--- config.mk ---
export PLATFORM = sky130hd
export DESIGN_NAME = mipbp_marks
export DESIGN_NICKNAME = d
export VERILOG_FILES = /design/src/hdl/mipbp_pkg.sv /design/src/hdl/mipbp_marks.sv
export VERILOG_INCLUDE_DIRS = /design/src /design/src/hdl
export SDC_FILE = /design/constraint.sdc
export NUM_CORES = 1
export LEC_CHECK = 0
export BUFFER_PORTS_ARGS = -buffer_cell sky130_fd_sc_hd__buf_2
export CELL_PAD_IN_SITES_DETAIL_PLACEMENT = 2
export CELL_PAD_IN_SITES_GLOBAL_PLACEMENT = 2
export CORE_MARGIN = 2
export CORE_UTILIZATION = 47
export DETAILED_ROUTE_END_ITERATION = 12
export PLACE_DENSITY = 0.84
export RECOVER_POWER = 25
export SYNTH_ARGS = -nofsm -noshare
export SYNTH_HDL_FRONTEND = slang
export SYNTH_SLANG_ARGS = --single-unit
--- constraint.sdc ---
create_clock -name clock -period 12 [get_ports clock]
set_input_delay 1.2 -clock clock [delete_from_list [all_inputs] [get_ports clock]]
set_output_delay 1.2 -clock clock [all_outputs]
set_load 0.03 [all_outputs]
--- src/hdl/assert_macros.svh ---
// assertion macros shared by the rtl modules
`ifndef ASSERT_MACROS_SVH
`define ASSERT_MACROS_SVH

// condition holds at every clock edge outside reset
`define ASSERT_ALWAYS(lbl, clk, rst, cond, msg) \
lbl: assert property (@(posedge clk) disable iff (rst) (cond)) else $error(msg);

// antecedent at one edge implies consequent at the next edge
`define ASSERT_NEXT(lbl, clk, rst, ante, cons, msg) \
lbl: assert property (@(posedge clk) disable iff (rst) (ante) |=> (cons)) else $error(msg);

`endif

--- src/hdl/mipbp_pkg.sv ---
// shared types and constants of the best point search block
package mipbp_pkg;

   // default sizes of the stores
   localparam int DEF_MAX_POINTS = 1024;
   localparam int DEF_MAX_DIMS   = 16;

   // field widths
   localparam int VALUE_W    = 16;
   localparam int PROD_W     = 32;
   localparam int UTIL_W     = 36;
   localparam int IDX_W      = 10;
   localparam int CNT_W      = 11;
   localparam int UNUM_W     = 16;
   localparam int DIMS_REG_W = 5;
   localparam int PTS_REG_W  = 11;
   localparam int CSR_IDX_W  = 4;
   localparam int CSR_DATA_W = 11;

   // register indexes and reset values
   localparam logic [CSR_IDX_W-1:0]  REG_NUM_DIMS   = 4'd0;
   localparam logic [CSR_IDX_W-1:0]  REG_NUM_POINTS = 4'd1;
   localparam logic [DIMS_REG_W-1:0] RST_NUM_DIMS   = 5'd16;
   localparam logic [PTS_REG_W-1:0]  RST_NUM_POINTS = 11'd1024;

   // transaction function codes
   localparam logic FUNC_LOAD  = 1'b0;
   localparam logic FUNC_QUERY = 1'b1;

   // controller states
   typedef enum logic [2:0] {
      ST_CLEAR,
      ST_IDLE,
      ST_SCAN,
      ST_DRAIN,
      ST_MARK_RD,
      ST_MARK_WR
   } state_type;

   // store port strobes
   typedef struct packed {
      logic pt_we;
      logic w_we;
      logic rd_en;
   } store_ctl_type;

   // chosen mark port strobes
   typedef struct packed {
      logic rd_en;
      logic wr_en;
   } mark_ctl_type;

   // tag that travels with each scanned coordinate
   typedef struct packed {
      logic valid;
      logic first_d;
      logic last_d;
      logic last_pt;
   } scan_tag_type;

endpackage

--- src/hdl/mipbp_marks.sv ---
// chosen point marks with clearing sweep after reset
`include "assert_macros.svh"
module mipbp_marks import mipbp_pkg::*; #(
   parameter int MAX_POINTS = DEF_MAX_POINTS,
   localparam int PIW       = (MAX_POINTS > 1) ? $clog2(MAX_POINTS) : 1
) (
   input  logic           clock,
   input  logic           reset,
   input  mark_ctl_type   ctl,
   input  logic [PIW-1:0] addr,
   output logic           rd_data,
   output logic           ready
);

   logic           mem [0:MAX_POINTS-1];
   logic           clr_active_ff;
   logic           clr_active_in;
   logic [PIW-1:0] clr_addr_ff;
   logic [PIW-1:0] clr_addr_in;
   logic           rd_data_ff;

   // clearing sweep counter
   always_comb begin
      clr_active_in = clr_active_ff;
      clr_addr_in   = clr_addr_ff;
      if (clr_active_ff) begin
         clr_addr_in = clr_addr_ff + PIW'(1);
         if (clr_addr_ff == PIW'(MAX_POINTS - 1)) begin
            clr_active_in = 1'b0;
         end
      end
   end

   always_ff @(posedge clock) begin
      if (reset) begin
         clr_active_ff <= 1'b1;
         clr_addr_ff   <= '0;
      end else begin
         clr_active_ff <= clr_active_in;
         clr_addr_ff   <= clr_addr_in;
      end
   end

   // mark memory: sweep clears, winner sets
   always_ff @(posedge clock) begin
      if (clr_active_ff) begin
         mem[clr_addr_ff] <= 1'b0;
      end else if (ctl.wr_en) begin
         mem[addr] <= 1'b1;
      end
      if (ctl.rd_en) begin
         rd_data_ff <= mem[addr];
      end
   end

   assign rd_data = rd_data_ff;
   assign ready   = !clr_active_ff;

   // no mark access may overlap the clearing sweep
   `ASSERT_ALWAYS(a_no_access_in_clear, clock, reset,
      !(clr_active_ff && (ctl.rd_en || ctl.wr_en)), "mark access during clearing sweep")

endmodule

==> metrics.yaml <==
global_route:
  grt_max_degree: 328
  antenna_found_initial: 5
  grt_pass1_vias: 32600
  grt_pass1_wl_um: 253000
  grt_usage_pct: 36.4
  grt_overflow_total: 0
route:
  drc: 0
  via_per_inst: 6.78
  first_pass_iters: 6
  vias: 30300
  avgRoutedWirePerCell_um: 39.9
  drt-initial-drc-count: 4538
  ant_nets: 0
  wl_um: 178000
timing:
  rsz0062_at_grt: "false"
  final_hold_viol_count: 0
  max_slew.worst_pin.slew_ns: 5.98
  fin_crit_sh_pct: 68.3
  max_slew_margin_pct: -298
  fin_tns_setup_ns: 0
  finalCriticalPeriod_ns: 8.19
  drv_slew: 337
  fin_skew_ns: 0.0398
  worst_hold_slack_ns: 0.529
  timing.fmax_mhz: 122
  setup_violations: 0
final_layout:
  final_util_pct: 52.4
  nets: 3125
  syn_to_final_growth_pct: 10.2
  n_fill_cell: 8709
  final_layout_size_suffix_gt1_share_pct: 15.6
  instances_no_fill: 4473
yosys:
  synth_warnings: 0
  synth_ff_type: "edfxtp_1"
  yosys.area_share.adder_pct: 0.0276
  syn_area_um2: 45300
  synthesis.instances: 3216
  synth_top_cell_area_share_pct: 67.9
  synth_mux_area_share_pct: 13.3
  synth_simple_gate_area_share_pct: 11.6
  yosys.area.top_type: "edfxtp_1"
  synth_top_family_by_area: "multiplexers"
  synth_fp_nets: 3231
  syn_area_per_cell_um2: 14.1
  synthArstFlopShare_pct: 0
  synth_edf_count: 1025
  synth_compound_area_share_pct: 3.18
  synth_seq_cells: 1036
  yosysSeqAreaShare_pct: 68.4
  yosysUniqueCellTypes: 65
  synth_xor_area_share_pct: 0.155
  synthTopCellsByArea: "edfxtp_1 (68%), mux4_2 (11%), nor2_1 (8.9%), mux2i_1 (2.6%), clkbuf_1 (1.2%)"
die:
  core_um2: 95300
  dieArea_um2: 98900
  die_h_um: 314
  row_count: 113
  initial_core_util_pct: 47.5
  ios: 16
  die_w_um: 314
critical_path:
  arrival_ns: 7.83
  crit_cells: 4
  crit_path_end: "mem[868]$_DFFE_PP_"
  crit_required_ns: 11.64
  worstSetupStartpoint: "ctl[0]"
  critPathLaunchType: "input port"
  crit_chain: "clkbuf_1, nand2_1, inv_8, clkbuf_2"
  critPathTopFamily: "buffers and inverters"
  crit_fanout: 327
  crit_path_max_incr_delay_ns: 4.17
  critPathCaptureType: "flip-flop"
  cp_slowest_cell: "clkbuf_2"
  r2r_slack_ns: 3.94
  r2r_cells: 4
  rr_startpoint: "clr_active_ff$_SDFF_PP1_"
  r2r-end: "mem[868]$_DFFE_PP_"
  worstSetupPathType: "input port to flip-flop"
  worst-path-buf-inv: 3
place:
  placedCellCount: 4260
  gp_congestion: 0.832
  dpl.hpwl_um: 92700
  io_buffer_count: 15
power:
  power.total_w: 0.00784
  power_density_nw_per_um2: 157
  ir_drop_uv: 172
  p_leak_nw: 17.4
clocking:
  cts_hold_buf: 0
  cts_made_buffers: 110
  root_buffer: "clkbuf_16"
  post-cts-setup-buffers: 0
  htree_levels: 3
  insertion_delay_ns: 0.75
  cts.clk_slew.worst_paths_ns: 0.06
  clk_path_buf_depth: 3
  clock_sinks: 1036
  cts_tree: "yes"
  cts.repair.resized: 0
run_status:
  violations: "capacitance limit, slew limit"
  status: "finished with violations"
worst_hold_path:
  hp-class: "flip-flop to flip-flop"
run:
  max-cap-violations: 2
[where the power goes]
group	total (W)	internal (W)	switching [W]	leakage, nW
Combinational	0.000257	0.0000649	0.000192	3.66
Sequential	0.00392	0.00391	0.00000273	12.0
Clock	0.00366	0.00202	0.00164	1.79
Total	0.00784	0.00600	0.00183	17.4
[cells by family (layout without fill, tap and decap cells)]
family	Yosys count	count (layout)
xor+xnor	8	8
flops	1036	1036
other cells	0	2
compound gates	203	203
mux	335	335
buf+inv	306	296
fa+ha+maj	1	1
simple gates	1327	1327
[cell usage after synthesis (all sizes together), types with 10 or more instances]
master	instances
nand3	40
o22ai	18
o221ai	32
nand4	12
nand2	120
a21oi	42
clkbuf	150
mux4	213
nor2	1075
nor3	29
edfxtp	1025
buf	146
inv	10
dfxtp	11
o21ai	24
a22oi	36
nand3b	10
mux2i	119
[metrics by stage]
step / area, um^2 / setup WS (ns)
after floorplan: 45300 / 1.26
after global placement: 46200 / 5.89
after detailed placement: 46200 / 5.81
after CTS: 49900 / 6.34
after global routing: 49900 / 3.40
final: 49900 / 3.81
[placed cells by master, fill, tap and decap left out, types with 5 or more instances in the layout]
cell type   instances
xor2_1              6
nand3_1            28
a21oi_1            42
clkbuf_16         110
a22oi_1            36
o221ai_1           32
clkinv_1           27
buf_2              10
mux4_2            213
and3_1              5
nor2_1           1072
inv_1               5
edfxtp_1         1025
buf_4              56
nand2_1            99
mux2i_1           118
nor3_1             29
dfxtp_1            11
clkinvlp_4          6
and2_1              6
nand3b_1           10
nand2b_1            9
nand3_2            11
a31oi_1             6
nor4_1              7
a221oi_1            7
bufinv_16          15
clkinv_2           22
o21ai_1            12
clkbuf_1           23
o22ai_1            18
nand2_2            21
nand4_1            12
nor2b_1             6
o21ai_0            12
[how the worst min path moves through the flow]
stage,start,endpoint,slack [ns],depth (start not counted)
after global placement,clr_addr_ff[8]$_SDFFE_PP0P_,clr_addr_ff[8]$_SDFFE_PP0P_,0.49,2
after CTS,clr_addr_ff[8]$_SDFFE_PP0P_,clr_addr_ff[8]$_SDFFE_PP0P_,0.53,2
after global routing,clr_addr_ff[8]$_SDFFE_PP0P_,clr_addr_ff[8]$_SDFFE_PP0P_,0.56,2
after detailed placement,clr_addr_ff[8]$_SDFFE_PP0P_,clr_addr_ff[8]$_SDFFE_PP0P_,0.51,2
final,clr_addr_ff[8]$_SDFFE_PP0P_,clr_addr_ff[8]$_SDFFE_PP0P_,0.53,2
after floorplan,clr_addr_ff[8]$_SDFFE_PP0P_,clr_addr_ff[8]$_SDFFE_PP0P_,0.47,2
[routing by layer]
layer | vias up | part of all wire (%) | wire length [um] | track usage, %
met5 | - | 0.019 | 34 | 0
met1 | 16100 | 36 | 64300 | 46.4
li1 | 11600 | - | - | -
met2 | 2037 | 48 | 86100 | 58.9
met4 | 6 | 5.9 | 10600 | 19.2
met3 | 603 | 9.7 | 17300 | 7.46
[flip-flops by register name, summed over array words and instances, names as in the netlist]
| register | count |
|---|---|
| clr_addr_ff | 10 |
| clr_active_ff | 1 |
| rd_data | 1 |
| mem | 1024 |
[cell type report]
| class | count | area (um^2) | share of cell area, % |
|---|---|---|---|
| multi-input cells | 1874 | 12900 | 25.9 |
| inverters | 10 | 45.0 | 0.0902 |
| clock inverters | 77 | 855 | 1.71 |
| repair buffers | 78 | 659 | 1.32 |
| flip-flops and latches | 1036 | 31000 | 62.1 |
| diodes | 2 | 5.00 | 0.0100 |
| clock buffers | 131 | 2840 | 5.69 |
| well taps | 1265 | 1580 | 3.17 |
[worst min-delay path: stages (launching register included)]
cell     delay (ns)
dfxtp_1        0.34
o21ai_0        0.08
a21oi_1        0.06
Power figures use the tool's default switching activity.
