==> src/hdl/assert_macros.svh <==
// assertion macros shared by the rtl modules
`ifndef ASSERT_MACROS_SVH
`define ASSERT_MACROS_SVH

// condition holds at every clock edge outside reset
`define ASSERT_ALWAYS(lbl, clk, rst, cond, msg) \
lbl: assert property (@(posedge clk) disable iff (rst) (cond)) else $error(msg);

// antecedent at one edge implies consequent at the next edge
`define ASSERT_NEXT(lbl, clk, rst, ante, cons, msg) \
lbl: assert property (@(posedge clk) disable iff (rst) (ante) |=> (cons)) else $error(msg);

`endif

==> src/hdl/mipbp_pkg.sv <==
// shared types and constants of the best point search block
package mipbp_pkg;

   // default sizes of the stores
   localparam int DEF_MAX_POINTS = 1024;
   localparam int DEF_MAX_DIMS   = 16;

   // field widths
   localparam int VALUE_W    = 16;
   localparam int PROD_W     = 32;
   localparam int UTIL_W     = 36;
   localparam int IDX_W      = 10;
   localparam int CNT_W      = 11;
   localparam int UNUM_W     = 16;
   localparam int DIMS_REG_W = 5;
   localparam int PTS_REG_W  = 11;
   localparam int CSR_IDX_W  = 4;
   localparam int CSR_DATA_W = 11;

   // register indexes and reset values
   localparam logic [CSR_IDX_W-1:0]  REG_NUM_DIMS   = 4'd0;
   localparam logic [CSR_IDX_W-1:0]  REG_NUM_POINTS = 4'd1;
   localparam logic [DIMS_REG_W-1:0] RST_NUM_DIMS   = 5'd16;
   localparam logic [PTS_REG_W-1:0]  RST_NUM_POINTS = 11'd1024;

   // transaction function codes
   localparam logic FUNC_LOAD  = 1'b0;
   localparam logic FUNC_QUERY = 1'b1;

   // controller states
   typedef enum logic [2:0] {
      ST_CLEAR,
      ST_IDLE,
      ST_SCAN,
      ST_DRAIN,
      ST_MARK_RD,
      ST_MARK_WR
   } state_type;

   // store port strobes
   typedef struct packed {
      logic pt_we;
      logic w_we;
      logic rd_en;
   } store_ctl_type;

   // chosen mark port strobes
   typedef struct packed {
      logic rd_en;
      logic wr_en;
   } mark_ctl_type;

   // tag that travels with each scanned coordinate
   typedef struct packed {
      logic valid;
      logic first_d;
      logic last_d;
      logic last_pt;
   } scan_tag_type;

endpackage

==> src/hdl/mipbp_mac.sv <==
// multiply-accumulate of one point per pass and running argmax
`include "assert_macros.svh"
module mipbp_mac import mipbp_pkg::*; #(
   parameter int MAX_POINTS = DEF_MAX_POINTS,
   localparam int PIW       = (MAX_POINTS > 1) ? $clog2(MAX_POINTS) : 1
) (
   input  logic               clock,
   input  logic               reset,
   input  scan_tag_type       tag,
   input  logic [PIW-1:0]     idx,
   input  logic [VALUE_W-1:0] pt_data,
   input  logic [VALUE_W-1:0] w_data,
   output logic [PIW-1:0]     best_index,
   output logic [UTIL_W-1:0]  best_utility,
   output logic               done
);

   scan_tag_type        tag_a_ff;
   logic [PIW-1:0]      idx_a_ff;
   logic [PROD_W-1:0]   prod_ff;
   scan_tag_type        tag_b_ff;
   logic [PIW-1:0]      idx_b_ff;
   logic [UTIL_W-1:0]   acc_ff;
   logic [UTIL_W-1:0]   acc_in;
   logic [UTIL_W:0]     acc_sum;
   logic [PIW-1:0]      best_idx_ff;
   logic [PIW-1:0]      best_idx_in;
   logic [UTIL_W-1:0]   best_u_ff;
   logic [UTIL_W-1:0]   best_u_in;
   logic                done_ff;
   logic                done_in;

   // tag pipeline
   always_ff @(posedge clock) begin
      if (reset) begin
         tag_a_ff <= '0;
         tag_b_ff <= '0;
         done_ff  <= 1'b0;
      end else begin
         tag_a_ff <= tag;
         tag_b_ff <= tag_a_ff;
         done_ff  <= done_in;
      end
   end

   // product stage
   always_ff @(posedge clock) begin
      prod_ff  <= PROD_W'(pt_data) * PROD_W'(w_data);
      idx_a_ff <= idx;
   end

   // saturating accumulate, restarting at the first coordinate of a point
   always_comb begin
      acc_sum = (tag_a_ff.first_d ? (UTIL_W + 1)'(0) : (UTIL_W + 1)'(acc_ff))
              + (UTIL_W + 1)'(prod_ff);
      acc_in  = acc_sum[UTIL_W] ? '1 : acc_sum[UTIL_W-1:0];
   end

   always_ff @(posedge clock) begin
      if (tag_a_ff.valid) begin
         acc_ff <= acc_in;
      end
      idx_b_ff <= idx_a_ff;
   end

   // compare a finished point with the best so far, lowest index wins ties
   always_comb begin
      best_idx_in = best_idx_ff;
      best_u_in   = best_u_ff;
      done_in     = 1'b0;
      if (tag_b_ff.valid && tag_b_ff.last_d) begin
         if (idx_b_ff == '0 || acc_ff > best_u_ff) begin
            best_idx_in = idx_b_ff;
            best_u_in   = acc_ff;
         end
         done_in = tag_b_ff.last_pt;
      end
   end

   always_ff @(posedge clock) begin
      best_idx_ff <= best_idx_in;
      best_u_ff   <= best_u_in;
   end

   assign best_index   = best_idx_ff;
   assign best_utility = best_u_ff;
   assign done         = done_ff;

   // the scan end shows up once per query
   `ASSERT_NEXT(a_done_single, clock, reset, done_ff, !done_ff, "scan done held longer than one cycle")

endmodule
==> config.mk <==
export PLATFORM = sky130hd
export DESIGN_NAME = mipbp_mac
export DESIGN_NICKNAME = d
export VERILOG_FILES = /design/src/hdl/mipbp_pkg.sv /design/src/hdl/mipbp_mac.sv
export VERILOG_INCLUDE_DIRS = /design/src /design/src/hdl
export SDC_FILE = /design/constraint.sdc
export NUM_CORES = 1
export LEC_CHECK = 0
export ABC_CLOCK_PERIOD_IN_PS = 10440
export BUFFER_PORTS_ARGS = -buffer_cell sky130_fd_sc_hd__buf_2
export CELL_PAD_IN_SITES_DETAIL_PLACEMENT = 0
export CELL_PAD_IN_SITES_GLOBAL_PLACEMENT = 1
export CORE_UTILIZATION = 53
export CTS_CLUSTER_DIAMETER = 30
export DETAILED_ROUTE_END_ITERATION = 10
export PLACE_DENSITY_LB_ADDON = 0.15
export SETUP_SLACK_MARGIN = 0.1
export SKIP_CTS_REPAIR_TIMING = 1
export SLEW_MARGIN = 20
export SYNTH_ARGS = -nofsm -noshare
export SYNTH_HDL_FRONTEND = slang
export SYNTH_SLANG_ARGS = --single-unit
export TNS_END_PERCENT = 1
==> constraint.sdc <==
create_clock -name clock -period 10.44 [get_ports clock]
set_input_delay 1.566 -clock clock [delete_from_list [all_inputs] [get_ports clock]]
set_output_delay 1.566 -clock clock [all_outputs]
set_load 0.01 [all_outputs]
==> run_results.csv <==
group,metric,value,unit
status,status,"complete, no violations",
pwr,p_sw,2790,uW
global_route,antenna_found_initial,0,
detailed_routing,vias_per_cell,5.18,
sta,whs,0.328,ns
sta,setup_violations,0,
sta,fin_ws,3.24,ns
setup_path,path_common_cell,"fa_1",
run,drv_cap,0,
detailed_routing,wl,32800,um
cells_and_area,regArea,0.00366,sq mm
setup_path,startpoint,"pt_data[5]",
logic_synthesis,synth.avg_cell_area,9.67,sq um
cells_and_area,multiInputGateArea,0.0105,sq mm
placement,place_hpwl,26300,um
clock_network,cts-root-buf,"clkbuf_16",
sta,finalCriticalPeriod,7.20,ns
clock_network,cts_tree,"yes",
cells_and_area,diodes,0,
floorplan,fp.dieW,173,um
global_route,grt_pass1_vias,10900,
setup_path,worst-path-max-fanout,16,
detailed_routing,wire_per_inst,15.9,um
floorplan,core,0.0287,sq mm
cells_and_area,areaGrowthSynthToFinish,8.84,%
logic_synthesis,yosysSeqAreaShare,0.238,
setup_path,worstPathArrival,7.55,ns
setup_path,r2r_cells,13,
cells_and_area,drive_above_1_share,0.0866,
logic_synthesis,synth_common_cells,"inv_1 (277), fa_1 (195), nand2_1 (188)",
pwr,p_total,5890,uW
sta,slew_headroom,0.347,
sta,clock-skew-final,0.00819,ns
pwr,p_comb_frac,0.744,
clock_network,clk_latency,0.42,ns
global_route,groute.usage.overall,0.227,
logic_synthesis,yosys.area.top_type,"fa_1",
logic_synthesis,synthArstFlopShare,0,
floorplan,fp.dieArea,0.0298,sq mm
global_route,grt_max_degree,38,
setup_path,r2r-end,"acc_ff[2]",
hold_path,min_path_type,"reg2reg",
logic_synthesis,synth_top_cell_area_share,0.253,
setup_path,max_stage_delay,0.55,ns
setup_path,crit_chain,"buf_2, nand2_1, fa_1, inv_1, fa_1, inv_1, fa_1, inv_1, fa_1, fa_1, inv_1, fa_1, inv_1, ha_1, a211o_1, a21oi_1, o211a_1, o211ai_1, a31oi_1, o21ai_0, a21oi_1, xnor2_1",
sta,worst_pin_slew,0.979,ns
pwr,cellInternalPower,3100,uW
floorplan,die_height,173,um
detailed_routing,vias,10700,
logic_synthesis,syn-instance-count,1595,
setup_path,end_kind,"flop",
logic_synthesis,synth_cell_types,57,
setup_path,crit_path_start_kind,"primary input",
setup_path,worstReg2RegStart,"tag_a_ff[2]",
setup_path,r2r_setup_slack,6.69,ns
placement,portBuffers,94,
placement,gp_congestion,0.864,
floorplan,start_util,0.537,
sta,hold_viol,0,
floorplan,placementRows,62,
setup_path,worstSetupPathType,"in2reg",
sta,setup_tns,0,ns
sta,slew_violations,0,
logic_synthesis,synthTopCellsByArea,"fa_1 (25%), edfxtp_1 (16%), ha_1 (14%)",
pwr,seqPwrFrac,0.157,
floorplan,io_pins,95,
clock_network,clk_path_buf_depth,2,
logic_synthesis,yosysMostFrequentCell,"inv_1",
detailed_routing,drt_first_pass_iters,5,
cells_and_area,utilization,0.585,
setup_path,crit_path_end,"prod_ff[25]",
sta,rsz0062_at_grt,"false",
setup_path,required,10.78,ns
clock_network,cts_sinks,142,
pwr,power_density,351,mW/mm^2
detailed_routing,drc,0,
hold_path,min-delay-start,"idx_a_ff[0]",
clock_network,htreeDepth,4,
detailed_routing,ant_nets,0,
pwr,peakVddDrop,211,uV
placement,place_ws,2.84,ns
cells_and_area,nFillCells,2542,
logic_synthesis,ys_warn_count,0,
pwr,swShare,0.474,
clock_network,cts_buffers,17,
cells_and_area,nNetsFinal,2077,
logic_synthesis,ys.flop_type,"edfxtp_1",
pwr,p_clk_frac,0.100,
logic_synthesis,synth_nets,2010,
sta,fmax,139,MHz
setup_path,cp_slowest_cell,"fa_1",
logic_synthesis,syn_area,0.0154,sq mm
pwr,leakagePower,0.00825,uW
detailed_routing,drtIter0Drc,429,
sta,period_share,0.690,
global_route,overflow,0,
clock_network,path_clk_slew,0.06,ns
logic_synthesis,ys_ff_latch,142,
global_route,grt_pass1_wl,54500,um
logic_synthesis,synth_edf_count,82,
==> logic make-up after synthesis <==
| group | count (synthesis) | share of synthesized area |
|---|---|---|
| AND/OR/NAND/NOR | 468 | 0.154 |
| adder cells (fa/ha/maj) | 367 | 0.393 |
| buffers and inverters | 326 | 0.0809 |
| AO/OA/AOI/OAI | 238 | 0.104 |
| flip-flops | 142 | 0.238 |
| XOR/XNOR | 54 | 0.0307 |
==> metrics by stage <==
stage	area (sq um)	std cells
6_report	16800	2059
2_1_floorplan	15400	1595
3_5_place_dp	16200	2027
5_1_grt	16800	2059
4_1_cts	16800	2059
3_3_place_gp	16200	2027
==> placed cells by master, fill, tap and decap left out, drive strengths merged, types with 50 or more instances in the layout <==
master and count:
inv 285, fa 195, nand2 189, ha 172, and2 125, buf 97, edfxtp 82, a21oi 68
dfxtp 60, nor2b 50
==> worst min path at each step <==
stage                             end  depth (start not counted)
after global placement    idx_b_ff[3]                          0
after floorplan           idx_b_ff[0]                          0
final                     idx_b_ff[0]                          0
after detailed placement  idx_b_ff[3]                          0
after CTS                 idx_b_ff[9]                          0
after global routing      idx_b_ff[9]                          0
==> flip-flops by register name, summed over array words and instances (netlist names) <==
name          flops
tag_b_ff          3
best_utility     36
acc_ff           36
done              1
best_index       10
idx_b_ff         10
tag_a_ff          4
idx_a_ff         10
prod_ff          32
==> critical path, delay by kind of cell <==
family                   cells  cell delay [ns]
adder cells (fa/ha/maj)      7             3.43
AO/OA/AOI/OAI                7             1.71
buffers and inverters        6             0.55
AND/OR/NAND/NOR              1             0.14
XOR/XNOR                     1             0.14
==> metal layers <==
layer	share of wire	up-vias	track usage
met5	0	-	0
met4	0.011	0	0.0510
met3	0.044	21	0.0270
met2	0.45	238	0.366
met1	0.49	5129	0.329
li1	-	5287	-
==> power by group through the flow <==
stage	clock network, uW	logic, uW	registers [uW]
after floorplan	0	3510	906
after CTS	602	4430	924
after global placement	0	4360	930
final	587	4380	924
after global routing	625	5010	940
after detailed placement	0	4390	933
==> final cells by class <==
cell class	count	share of cell area
Clock inverter	11	0.00544
Multi-Input combinational cell	1127	0.627
Inverter	277	0.0619
Clock buffer	21	0.0294
Timing Repair Buffer	97	0.0294
Tap cell	384	0.0286
Sequential cell	142	0.218
No activity file was read; power rests on OpenSTA's default activity.
